[src/hw/rtl/bfsp_pkg.sv]
// Shared types and field widths for the Bellman-Ford shortest path core.
`default_nettype none
package bfsp_pkg;

    localparam int VIDX_W      = 4;
    localparam int WEIGHT_IN_W = 16;
    localparam int DIST_OUT_W  = 24;
    localparam int CFG_W       = 5;
    localparam int IN_DATA_W   = 32;
    localparam int OUT_DATA_W  = 32;

    typedef struct packed {
        logic reached_u;
        logic reached_v;
    } relax_in_t;

endpackage
`default_nettype wire

[src/hw/rtl/bfsp_weight_ram.sv]
// Weight matrix memory: one write port, one registered read port.
`default_nettype none
module bfsp_weight_ram #(
    parameter int DEPTH = 256,
    parameter int AW    = 8,
    parameter int W     = 16
) (
    input  wire logic          clk,
    input  wire logic          wr_en,
    input  wire logic [AW-1:0] wr_addr,
    input  wire logic [W-1:0]  wr_data,
    input  wire logic [AW-1:0] rd_addr,
    output logic      [W-1:0]  rd_data
);

    logic [W-1:0] mem [DEPTH];
    logic [W-1:0] rd_data_reg;

    always_ff @(posedge clk)
    begin
        if (wr_en)
        begin
            mem[wr_addr] <= wr_data;
        end
        rd_data_reg <= mem[rd_addr];
    end

    assign rd_data = rd_data_reg;

endmodule
`default_nettype wire

[src/hw/rtl/bfsp_relax_unit.sv]
// Shared relaxation unit: saturating distance plus weight and improvement compare.
`default_nettype none
module bfsp_relax_unit #(
    parameter int WEIGHT_BITS = 16,
    parameter int DIST_BITS   = 24
) (
    input  wire logic signed [DIST_BITS-1:0]   dist_u,
    input  wire logic signed [WEIGHT_BITS-1:0] weight,
    input  wire logic signed [DIST_BITS-1:0]   dist_v,
    input  wire bfsp_pkg::relax_in_t            flags,
    output logic signed      [DIST_BITS-1:0]   cand,
    output logic                                improve
);
    import bfsp_pkg::*;

    localparam int SW = (DIST_BITS > WEIGHT_BITS ? DIST_BITS : WEIGHT_BITS) + 1;
    localparam logic signed [DIST_BITS-1:0] DMAX = {1'b0, {(DIST_BITS-1){1'b1}}};
    localparam logic signed [DIST_BITS-1:0] DMIN = {1'b1, {(DIST_BITS-1){1'b0}}};

    logic signed [SW-1:0] sum;

    always_comb
    begin
        sum = SW'(dist_u) + SW'(weight);
        if (sum > SW'(DMAX))
        begin
            cand = DMAX;
        end
        else if (sum < SW'(DMIN))
        begin
            cand = DMIN;
        end
        else
        begin
            cand = DIST_BITS'(sum);
        end
        improve = (weight != '0) && flags.reached_u && (!flags.reached_v || (cand < dist_v));
    end

endmodule
`default_nettype wire

[src/hw/rtl/bellman_ford_shortest_path_core.sv]
// Top level of the Bellman-Ford shortest path core: sequencer, distance store, stream ports.
`default_nettype none
// A weight write (tuser = 0) is accepted back to back while idle. A run (tuser = 1)
// holds s_axis_tready low while one shared relaxation unit walks every (u,v) pair of
// the n-by-n matrix: a setup state, then n passes (n-1 relaxing plus one negative-cycle
// check that stops at the first relaxable edge); in each pass every row reloads dist[u]
// and every edge takes a memory read state and a relax state. Results then come out one
// at a time, each read, loaded and held until the downstream accepts it; a negative cycle
// gives a single result with tuser = 1. n is vertex_count clamped to 1..MAX_VERTICES.
// Every matrix entry in use must be written before a run.
module bellman_ford_shortest_path_core #(
    parameter int MAX_VERTICES = 16,
    parameter int WEIGHT_BITS  = 16,
    parameter int DIST_BITS    = 24
) (
    input  wire logic                            clk,
    input  wire logic                            rst_n,
    input  wire logic                            cfg_wr_en,
    input  wire logic [bfsp_pkg::CFG_W-1:0]      cfg_wr_data,   // vertex_count
    input  wire logic                            s_axis_tvalid,
    output logic                                 s_axis_tready,
    // row_vertex[3:0], col_vertex[7:4], edge_weight[23:8], source_vertex[27:24]
    input  wire logic [bfsp_pkg::IN_DATA_W-1:0]  s_axis_tdata,
    input  wire logic                            s_axis_tuser,  // mode
    output logic                                 m_axis_tvalid,
    input  wire logic                            m_axis_tready,
    // vertex_index[3:0], distance[27:4], reachable[28]
    output logic [bfsp_pkg::OUT_DATA_W-1:0]      m_axis_tdata,
    output logic                                 m_axis_tuser,  // negative_cycle
    output logic                                 m_axis_tlast   // last
);
    import bfsp_pkg::*;

    localparam int IW = (MAX_VERTICES > 1) ? $clog2(MAX_VERTICES) : 1;
    localparam int CW = $clog2(MAX_VERTICES + 1);
    localparam int AW = $clog2(MAX_VERTICES * MAX_VERTICES);
    localparam int WX = (WEIGHT_BITS > WEIGHT_IN_W) ? WEIGHT_BITS : WEIGHT_IN_W;
    localparam int DX = (DIST_BITS > DIST_OUT_W) ? DIST_BITS : DIST_OUT_W;

    localparam logic [3:0] ST_IDLE     = 4'd0;
    localparam logic [3:0] ST_START    = 4'd1;
    localparam logic [3:0] ST_ROW_RD   = 4'd2;
    localparam logic [3:0] ST_ROW_LD   = 4'd3;
    localparam logic [3:0] ST_EDGE_RD  = 4'd4;
    localparam logic [3:0] ST_EDGE_EX  = 4'd5;
    localparam logic [3:0] ST_OUT_RD   = 4'd6;
    localparam logic [3:0] ST_OUT_LD   = 4'd7;
    localparam logic [3:0] ST_OUT_WAIT = 4'd8;
    localparam logic [3:0] ST_NEG_WAIT = 4'd9;

    logic [3:0]                    state_reg;
    logic [CFG_W-1:0]              vertex_count_reg;
    logic [CW-1:0]                 n_reg;
    logic [IW-1:0]                 u_reg;
    logic [IW-1:0]                 v_reg;
    logic [IW-1:0]                 pass_reg;
    logic [IW-1:0]                 out_idx_reg;
    logic [IW-1:0]                 src_reg;
    logic                          src_ok_reg;
    logic [MAX_VERTICES-1:0]       reached_reg;
    logic signed [DIST_BITS-1:0]   dist_u_reg;
    logic                          reached_u_reg;

    logic                          m_tvalid_reg;
    logic [OUT_DATA_W-1:0]         m_tdata_reg;
    logic                          m_tuser_reg;
    logic                          m_tlast_reg;

    logic signed [DIST_BITS-1:0]   dist_mem [MAX_VERTICES];
    logic signed [DIST_BITS-1:0]   dist_rd_reg;
    logic                          dist_we;
    logic [IW-1:0]                 dist_waddr;
    logic signed [DIST_BITS-1:0]   dist_wdata;
    logic [IW-1:0]                 dist_raddr;

    logic [VIDX_W-1:0]             in_row;
    logic [VIDX_W-1:0]             in_col;
    logic signed [WEIGHT_IN_W-1:0] in_weight;
    logic [VIDX_W-1:0]             in_src;
    logic                          in_accept;
    logic                          wgt_we;
    logic [AW-1:0]                 wgt_waddr;
    logic [WEIGHT_BITS-1:0]        wgt_wdata;
    logic [AW-1:0]                 wgt_raddr;
    logic [WEIGHT_BITS-1:0]        wgt_rdata;

    logic [CW-1:0]                 n_calc;
    logic                          src_ok_calc;
    relax_in_t                     relax_flags;
    logic signed [DIST_BITS-1:0]   cand;
    logic                          improve;
    logic                          v_last;
    logic                          u_last;
    logic                          check_pass;
    logic                          out_last;
    logic [DIST_OUT_W-1:0]         dist_out;

    assign in_row    = s_axis_tdata[3:0];
    assign in_col    = s_axis_tdata[7:4];
    assign in_weight = s_axis_tdata[23:8];
    assign in_src    = s_axis_tdata[27:24];

    assign s_axis_tready = (state_reg == ST_IDLE);
    assign in_accept     = s_axis_tvalid && s_axis_tready;

    always_comb
    begin
        if (vertex_count_reg == '0)
        begin
            n_calc = CW'(1);
        end
        else if (int'(vertex_count_reg) > MAX_VERTICES)
        begin
            n_calc = CW'(MAX_VERTICES);
        end
        else
        begin
            n_calc = CW'(vertex_count_reg);
        end
        src_ok_calc = int'(in_src) < int'(n_calc);
    end

    assign wgt_we    = in_accept && !s_axis_tuser && (int'(in_row) < MAX_VERTICES)
                       && (int'(in_col) < MAX_VERTICES);
    assign wgt_waddr = AW'(in_row) * AW'(MAX_VERTICES) + AW'(in_col);
    assign wgt_wdata = WEIGHT_BITS'(WX'(in_weight));
    assign wgt_raddr = AW'(u_reg) * AW'(MAX_VERTICES) + AW'(v_reg);

    bfsp_weight_ram #(
        .DEPTH (MAX_VERTICES * MAX_VERTICES),
        .AW    (AW),
        .W     (WEIGHT_BITS)
    ) u_weight_ram (
        .clk     (clk),
        .wr_en   (wgt_we),
        .wr_addr (wgt_waddr),
        .wr_data (wgt_wdata),
        .rd_addr (wgt_raddr),
        .rd_data (wgt_rdata)
    );

    assign relax_flags.reached_u = reached_u_reg;
    assign relax_flags.reached_v = reached_reg[v_reg];

    bfsp_relax_unit #(
        .WEIGHT_BITS (WEIGHT_BITS),
        .DIST_BITS   (DIST_BITS)
    ) u_relax_unit (
        .dist_u  (dist_u_reg),
        .weight  (signed'(wgt_rdata)),
        .dist_v  (dist_rd_reg),
        .flags   (relax_flags),
        .cand    (cand),
        .improve (improve)
    );

    assign v_last     = (CW'(v_reg) + CW'(1)) == n_reg;
    assign u_last     = (CW'(u_reg) + CW'(1)) == n_reg;
    assign check_pass = (CW'(pass_reg) + CW'(1)) == n_reg;
    assign out_last   = (CW'(out_idx_reg) + CW'(1)) == n_reg;
    assign dist_out   = DIST_OUT_W'(DX'(dist_rd_reg));

    always_comb
    begin
        dist_we    = 1'b0;
        dist_waddr = v_reg;
        dist_wdata = cand;
        case (state_reg)
            ST_START:
            begin
                dist_we    = src_ok_reg;
                dist_waddr = src_reg;
                dist_wdata = '0;
            end
            ST_EDGE_EX:
            begin
                dist_we = improve && !check_pass;
            end
            default:
            begin
                dist_we = 1'b0;
            end
        endcase
    end

    always_comb
    begin
        case (state_reg)
            ST_ROW_RD: dist_raddr = u_reg;
            ST_OUT_RD: dist_raddr = out_idx_reg;
            default:   dist_raddr = v_reg;
        endcase
    end

    always_ff @(posedge clk)
    begin
        if (dist_we)
        begin
            dist_mem[dist_waddr] <= dist_wdata;
        end
        dist_rd_reg <= dist_mem[dist_raddr];
    end

    always_ff @(posedge clk or negedge rst_n)
    begin
        if (!rst_n)
        begin
            state_reg        <= ST_IDLE;
            vertex_count_reg <= CFG_W'(16);
            n_reg            <= '0;
            u_reg            <= '0;
            v_reg            <= '0;
            pass_reg         <= '0;
            out_idx_reg      <= '0;
            src_reg          <= '0;
            src_ok_reg       <= 1'b0;
            reached_reg      <= '0;
            reached_u_reg    <= 1'b0;
            m_tvalid_reg     <= 1'b0;
        end
        else
        begin
            if (cfg_wr_en)
            begin
                vertex_count_reg <= cfg_wr_data;
            end
            case (state_reg)
                ST_IDLE:
                begin
                    if (in_accept && s_axis_tuser)
                    begin
                        n_reg       <= n_calc;
                        src_reg     <= IW'(in_src);
                        src_ok_reg  <= src_ok_calc;
                        reached_reg <= src_ok_calc ? (MAX_VERTICES'(1) << in_src) : '0;
                        state_reg   <= ST_START;
                    end
                end
                ST_START:
                begin
                    u_reg     <= '0;
                    v_reg     <= '0;
                    pass_reg  <= '0;
                    state_reg <= ST_ROW_RD;
                end
                ST_ROW_RD:
                begin
                    state_reg <= ST_ROW_LD;
                end
                ST_ROW_LD:
                begin
                    dist_u_reg    <= dist_rd_reg;
                    reached_u_reg <= reached_reg[u_reg];
                    state_reg     <= ST_EDGE_RD;
                end
                ST_EDGE_RD:
                begin
                    state_reg <= ST_EDGE_EX;
                end
                ST_EDGE_EX:
                begin
                    if (improve && check_pass)
                    begin
                        m_tdata_reg  <= '0;
                        m_tuser_reg  <= 1'b1;
                        m_tlast_reg  <= 1'b1;
                        m_tvalid_reg <= 1'b1;
                        state_reg    <= ST_NEG_WAIT;
                    end
                    else
                    begin
                        if (improve)
                        begin
                            reached_reg[v_reg] <= 1'b1;
                            if (v_reg == u_reg)
                            begin
                                dist_u_reg <= cand;
                            end
                        end
                        if (!v_last)
                        begin
                            v_reg     <= v_reg + IW'(1);
                            state_reg <= ST_EDGE_RD;
                        end
                        else
                        begin
                            v_reg <= '0;
                            if (!u_last)
                            begin
                                u_reg     <= u_reg + IW'(1);
                                state_reg <= ST_ROW_RD;
                            end
                            else
                            begin
                                u_reg <= '0;
                                if (check_pass)
                                begin
                                    out_idx_reg <= '0;
                                    state_reg   <= ST_OUT_RD;
                                end
                                else
                                begin
                                    pass_reg  <= pass_reg + IW'(1);
                                    state_reg <= ST_ROW_RD;
                                end
                            end
                        end
                    end
                end
                ST_OUT_RD:
                begin
                    state_reg <= ST_OUT_LD;
                end
                ST_OUT_LD:
                begin
                    if (reached_reg[out_idx_reg])
                    begin
                        m_tdata_reg <= OUT_DATA_W'({1'b1, dist_out, VIDX_W'(out_idx_reg)});
                    end
                    else
                    begin
                        m_tdata_reg <= OUT_DATA_W'(VIDX_W'(out_idx_reg));
                    end
                    m_tuser_reg  <= 1'b0;
                    m_tlast_reg  <= out_last;
                    m_tvalid_reg <= 1'b1;
                    state_reg    <= ST_OUT_WAIT;
                end
                ST_OUT_WAIT:
                begin
                    if (m_axis_tready)
                    begin
                        m_tvalid_reg <= 1'b0;
                        if (out_last)
                        begin
                            state_reg <= ST_IDLE;
                        end
                        else
                        begin
                            out_idx_reg <= out_idx_reg + IW'(1);
                            state_reg   <= ST_OUT_RD;
                        end
                    end
                end
                ST_NEG_WAIT:
                begin
                    if (m_axis_tready)
                    begin
                        m_tvalid_reg <= 1'b0;
                        state_reg    <= ST_IDLE;
                    end
                end
                default:
                begin
                    state_reg <= ST_IDLE;
                end
            endcase
        end
    end

    assign m_axis_tvalid = m_tvalid_reg;
    assign m_axis_tdata  = m_tdata_reg;
    assign m_axis_tuser  = m_tuser_reg;
    assign m_axis_tlast  = m_tlast_reg;

endmodule
`default_nettype wire
[config.mk]
export PLATFORM = sky130hd
export DESIGN_NAME = bellman_ford_shortest_path_core
export DESIGN_NICKNAME = d
export VERILOG_FILES = /design/src/hw/rtl/bfsp_pkg.sv /design/src/hw/rtl/bfsp_weight_ram.sv /design/src/hw/rtl/bfsp_relax_unit.sv /design/src/hw/rtl/bellman_ford_shortest_path_core.sv
export SDC_FILE = /design/constraint.sdc
export NUM_CORES = 2
export LEC_CHECK = 0
export BUFFER_PORTS_ARGS = -buffer_cell sky130_fd_sc_hd__buf_2
export CAP_MARGIN = 20
export CORE_UTILIZATION = 56
export DETAILED_ROUTE_END_ITERATION = 6
export PLACE_DENSITY = 0.74
export SLEW_MARGIN = 20
export SYNTH_ARGS = -nofsm -noshare
export SYNTH_HDL_FRONTEND = slang
export SYNTH_MEMORY_MAX_BITS = 65536
export SYNTH_SLANG_ARGS = --single-unit
[constraint.sdc]
create_clock -name clk -period 7.6 [get_ports clk]
set_input_delay 0.38 -clock clk [delete_from_list [all_inputs] [get_ports clk]]
set_output_delay 0.38 -clock clk [all_outputs]
set_load 0.01 [all_outputs]
==> summary.txt <==
Worst hold path
  – Hold WC Path Type: input pin to flop
  – WHS Endpoint: u_weight_ram.mem[95][10]
  – Hold_sp: s_axis_tdata[18]
  – Count of cells along the worst hold path: 1

Drt
  – Post-detailed-route via-to-cell ratio: 6.71
  – Number of DRC violations after detailed routing: 0
  – Number of detailed-routing iterations run before antenna repair: 6
  – Per-cell routed wire length: 34.4 um
  – Iter 0 DRT Violations: around 13000
  – Via count: 86500
  – WL final: between 400000 and 500000 um
  – Number of nets with antenna violations after routing: 0

Floorplanning
  – Core Rows: 207
  – Die outline width: 569 um
  – Full die area: 324000 sq um
  – Vertical die dimension: 569 um
  – Number of top-level design ports: 79
  – Std-Cell Core Area: approximately 320000 sq um
  – Starting density of the core: 56.4%

CTS
  – Clock insertion delay at the later pin of the skew report: 990 ps
  – Number of H-tree branching levels: 5
  – Clock tree from TritonCTS: done
  – Number of sinks on the clock net: 4628
  – CTS clock-pin slew for the worst setup and hold paths: ~60 ps
  – Clock tree root driver cell: sky130_fd_sc_hd__clkbuf_16
  – TritonCTS Buffers: 447
  – Largest buffer count on any clock path: 4

Synthesis
  – Mapped Cells: 7700
  – Area fraction in and, or, nand and nor cells after synthesis: between 1.5 and 2%
  – Synth warnings: 0
  – Synth Flop Type: sky130_fd_sc_hd__edfxtp_1
  – Post-Synthesis Cell Area: between 150000 and 200000 sq um
  – Area share of xor/xnor cells in the synthesized design: 0.204%
  – Number of flops mapped to enable cells by yosys: 4535
  – Mean post-synth cell area: 23.4 sq um
  – Ys async rst share: under 10%
  – Netlist cell types: 74
  – Largest family of logic cells by synthesized area: multiplexers
  – Fraction of the mapped netlist area in compound gates: 1.06%
  – Proportion of synthesized area in mux cells: 18.6%
  – Total of flip-flops plus latches after synthesis: 4628
  – Fraction of the mapped netlist area in adder cells: 0.419%
  – Sequential share of the synthesized area: around three quarters

Critical path
  – Data required time of the critical path: 8180 ps
  – Cell depth of the worst flop-to-flop path: 22
  – Master of the slowest instance on the critical path: sky130_fd_sc_hd__nor2_4
  – Reg2Reg Capture Point: dist_mem[10][13]
  – Type of the worst setup path: flop to flop
  – Crit path arrival time: 7670 ps
  – Reg-to-Reg Start: u_weight_ram.rd_data[15]
  – Crit-path max FO: 24
  – Critical path's most frequent cell: sky130_fd_sc_hd__a21oi_1
  – Family with the most delay on the worst path: compound AO/OA/AOI/OAI gates
  – Cells traversed along the worst timing path: ha_1, a21oi_1, o21ai_0, a32oi_1, and3b_1, and2_1, xor2_1, nand2_1, a21oi_1, inv_1, ha_1, a21o_1, a221o_1, a21o_1, a21oi_1, o211ai_1, a31oi_1, o31ai_2, a21boi_0, buf_4, o22ai_1, nor2_4
  – Buffers and inverters on the worst path: 2
  – Capturing element type of the critical path: flop
  – Reg2Reg Setup Slack: 510 ps
  – Startpoint Class: flop
  – Slowest cell delay on critical path: 770 ps

Power and ir drop
  – Leakage power of the design: 0.0623 uW
  – Areal power density over the cells: 290 nW/um^2
  – Worst IR Drop VDD: 306 uV
  – Switching power as a share of total power: about 25%
  – Part of the power in the clock network: 37.2%
  – P_sw: 14400 uW
  – Register share of total power: roughly 50%
  – Power Internal: 44300 uW
  – Combinational cell fraction of total power: roughly an eighth

Global routing
  – Antenna violations before repair: 41
  – Sum of overflow across all layers after global routing: 0
  – Combined global-route utilization of all metal layers: 27.5%
  – Global-route wire length before repair: 632000 um
  – Number of global-route vias before repair: 86300
  – Pin count of the biggest net entering global routing: about 160

Layout
  – Utilization of the core after routing: between 60 and 70%
  – Filler Cell Count: 20000
  – Max reg flops: 4096
  – Area used by multi-input combinational logic: 40000 sq um
  – Synthesis-to-layout area growth: 12.4%
  – Final net count: 8310
  – Final cell area excluding filler cells: roughly 200000 sq um
  – Area of all sequential standard cells: 138000 sq um
  – Largest Register: u_weight_ram.mem
  – Share of layout cells above drive strength 1: 30.8%

Placement
  – Area after detailed placement: 187000 sq um
  – HPWL after detailed placement: 251000 um
  – Routability-driven placement congestion ratio: 0.891
  – Count of input and output buffers: 71
  – DP Worst Slack: 484 ps

STA
  – Final Max Slew Viols: 0
  – Setup repair after global routing missed its margin: no
  – Setup TNS: 0 ps
  – Number of hold violations in the final report: 0
  – Final critical-path setup slack: 510 ps
  – Measured slew at the worst slew-check pin: 1210 ps
  – Final Skew: 60.6 ps
  – Minimum period implied by the final worst setup slack: slightly above 7000 ps
  – Final worst path period share: 93.3%
  – Worst Hold Margin: just under 40 ps
  – Worst rel slew slack: 19.2%
  – Highest achievable clock rate: 141 MHz
  – Setup Viol. Count Final: 0

Flow run
  – Number of max-cap violations: 0

Run status
  – Run status: finished, final reports clean
[synthesized netlist by cell type (4+ instances only)]
| library cell | number | area share, % |
|---|---|---|
| sky130_fd_sc_hd__a211oi_1 | 28 | 0.12 |
| sky130_fd_sc_hd__a21boi_0 | 5 | 0.021 |
| sky130_fd_sc_hd__a21o_1 | 17 | 0.071 |
| sky130_fd_sc_hd__a21oi_1 | 99 | 0.28 |
| sky130_fd_sc_hd__a22o_1 | 9 | 0.044 |
| sky130_fd_sc_hd__a31oi_1 | 9 | 0.031 |
| sky130_fd_sc_hd__a32o_1 | 6 | 0.033 |
| sky130_fd_sc_hd__and2_1 | 11 | 0.038 |
| sky130_fd_sc_hd__and3_1 | 35 | 0.12 |
| sky130_fd_sc_hd__buf_1 | 75 | 0.16 |
| sky130_fd_sc_hd__buf_2 | 123 | 0.34 |
| sky130_fd_sc_hd__buf_4 | 4 | 0.017 |
| sky130_fd_sc_hd__clkbuf_1 | 228 | 0.48 |
| sky130_fd_sc_hd__dfrtp_1 | 52 | 0.72 |
| sky130_fd_sc_hd__dfxtp_1 | 40 | 0.45 |
| sky130_fd_sc_hd__edfxtp_1 | 4535 | 76 |
| sky130_fd_sc_hd__ha_1 | 57 | 0.40 |
| sky130_fd_sc_hd__inv_1 | 54 | 0.11 |
| sky130_fd_sc_hd__mux2_2 | 6 | 0.038 |
| sky130_fd_sc_hd__mux2i_1 | 29 | 0.16 |
| sky130_fd_sc_hd__mux4_2 | 1471 | 18 |
| sky130_fd_sc_hd__nand2_1 | 105 | 0.22 |
| sky130_fd_sc_hd__nand2b_1 | 15 | 0.052 |
| sky130_fd_sc_hd__nand3_1 | 45 | 0.13 |
| sky130_fd_sc_hd__nand3b_1 | 5 | 0.021 |
| sky130_fd_sc_hd__nand4_1 | 12 | 0.042 |
| sky130_fd_sc_hd__nor2_1 | 353 | 0.74 |
| sky130_fd_sc_hd__nor2b_1 | 42 | 0.15 |
| sky130_fd_sc_hd__nor3_1 | 19 | 0.053 |
| sky130_fd_sc_hd__nor3b_1 | 4 | 0.017 |
| sky130_fd_sc_hd__nor4_1 | 7 | 0.024 |
| sky130_fd_sc_hd__o211ai_1 | 8 | 0.033 |
| sky130_fd_sc_hd__o21a_1 | 6 | 0.025 |
| sky130_fd_sc_hd__o21ai_0 | 59 | 0.16 |
| sky130_fd_sc_hd__o21ai_1 | 7 | 0.019 |
| sky130_fd_sc_hd__o21bai_1 | 5 | 0.021 |
| sky130_fd_sc_hd__o22ai_1 | 6 | 0.021 |
| sky130_fd_sc_hd__o31ai_1 | 8 | 0.033 |
| sky130_fd_sc_hd__or3_1 | 8 | 0.028 |
| sky130_fd_sc_hd__xnor2_1 | 20 | 0.097 |
| sky130_fd_sc_hd__xor2_1 | 22 | 0.11 |
[final cells by class]
| class | count | share of cell area [%] |
|---|---|---|
| inverters | 55 | 0.107 |
| diodes | 16 | 0.0198 |
| clock inverters | 275 | 1.32 |
| flip-flops and latches | 4628 | 68.4 |
| clock buffers | 551 | 5.77 |
| repair buffers | 489 | 2.01 |
| multi-input cells | 2588 | 19.7 |
| well taps | 4284 | 2.65 |
[what timing repair did]
action	in CTS	in global routing
buffers inserted	0	0
endpoints found under the hold margin	589	68
hold buffers	24	2
resized for setup	0	0
[cell usage in the layout (no fill, tap or decap), types with 18 or more instances in the layout]
master	n
sky130_fd_sc_hd__edfxtp_1	4535
sky130_fd_sc_hd__nand3_1	35
sky130_fd_sc_hd__and3_1	35
sky130_fd_sc_hd__dfrtp_1	48
sky130_fd_sc_hd__mux2i_1	29
sky130_fd_sc_hd__nor2b_1	41
sky130_fd_sc_hd__ha_1	57
sky130_fd_sc_hd__bufinv_16	40
sky130_fd_sc_hd__xor2_1	22
sky130_fd_sc_hd__clkinv_1	101
sky130_fd_sc_hd__clkbuf_1	98
sky130_fd_sc_hd__mux4_2	1471
sky130_fd_sc_hd__buf_12	23
sky130_fd_sc_hd__buf_4	360
sky130_fd_sc_hd__xnor2_1	20
sky130_fd_sc_hd__o21ai_0	58
sky130_fd_sc_hd__a211oi_1	28
sky130_fd_sc_hd__nor2_1	320
sky130_fd_sc_hd__nand2_1	105
sky130_fd_sc_hd__a21oi_1	99
sky130_fd_sc_hd__buf_2	55
sky130_fd_sc_hd__nor2_2	18
sky130_fd_sc_hd__clkinv_2	86
sky130_fd_sc_hd__inv_1	53
sky130_fd_sc_hd__clkbuf_16	450
sky130_fd_sc_hd__dfxtp_1	40
sky130_fd_sc_hd__dlygate4sd3_1	26
[cell families (layout without fill, tap and decap cells)]
family | after synthesis | in the layout
AO/OA/AOI/OAI | 298 | 298
XOR/XNOR | 42 | 42
buffers and inverters | 486 | 1370
other | 1 | 19
AND/OR/NAND/NOR | 679 | 679
flip-flops | 4628 | 4628
adder cells (fa/ha/maj) | 60 | 60
multiplexers | 1506 | 1506
[power groups by stage]
stage                     clock, uW  combinational (uW)  sequential, uW
after detailed placement          0                7530           29800
after floorplan                   0                4840           29600
after global placement            0                7360           29800
after global routing          23000                8070           29300
after CTS                     22000                7610           29300
final                         21800                7630           29300
[through the flow]
stage          power (uW)  cells
6_report            58700  12900
3_5_place_dp        37300  12000
5_1_grt             60300  12900
2_1_floorplan       34400   7702
3_3_place_gp        37100  12000
4_1_cts             58900  12900
[metal layers]
layer / global-route usage [%] / wire, um
met4: 9.91 / 17600
met1: 38.8 / 164000
met3: 5.49 / 47200
met5: 0 / 131
met2: 43.3 / 214000
[worst max-delay path by stage]
| stage | from | end | slack [ps] | cells after the start |
|---|---|---|---|---|
| 2_1_floorplan | dist_u_reg[0] | m_axis_tdata[0] | 810 | 24 |
| 3_3_place_gp | u_weight_ram.rd_data[15] | dist_mem[0][18] | 570 | 22 |
| 3_5_place_dp | u_weight_ram.rd_data[15] | dist_mem[0][18] | 480 | 22 |
| 4_1_cts | u_weight_ram.rd_data[15] | dist_mem[10][19] | 490 | 22 |
| 5_1_grt | u_weight_ram.rd_data[15] | dist_mem[12][18] | 100 | 22 |
| 6_report | u_weight_ram.rd_data[15] | dist_mem[10][13] | 510 | 22 |
No activity file was read; power rests on OpenSTA's default activity.
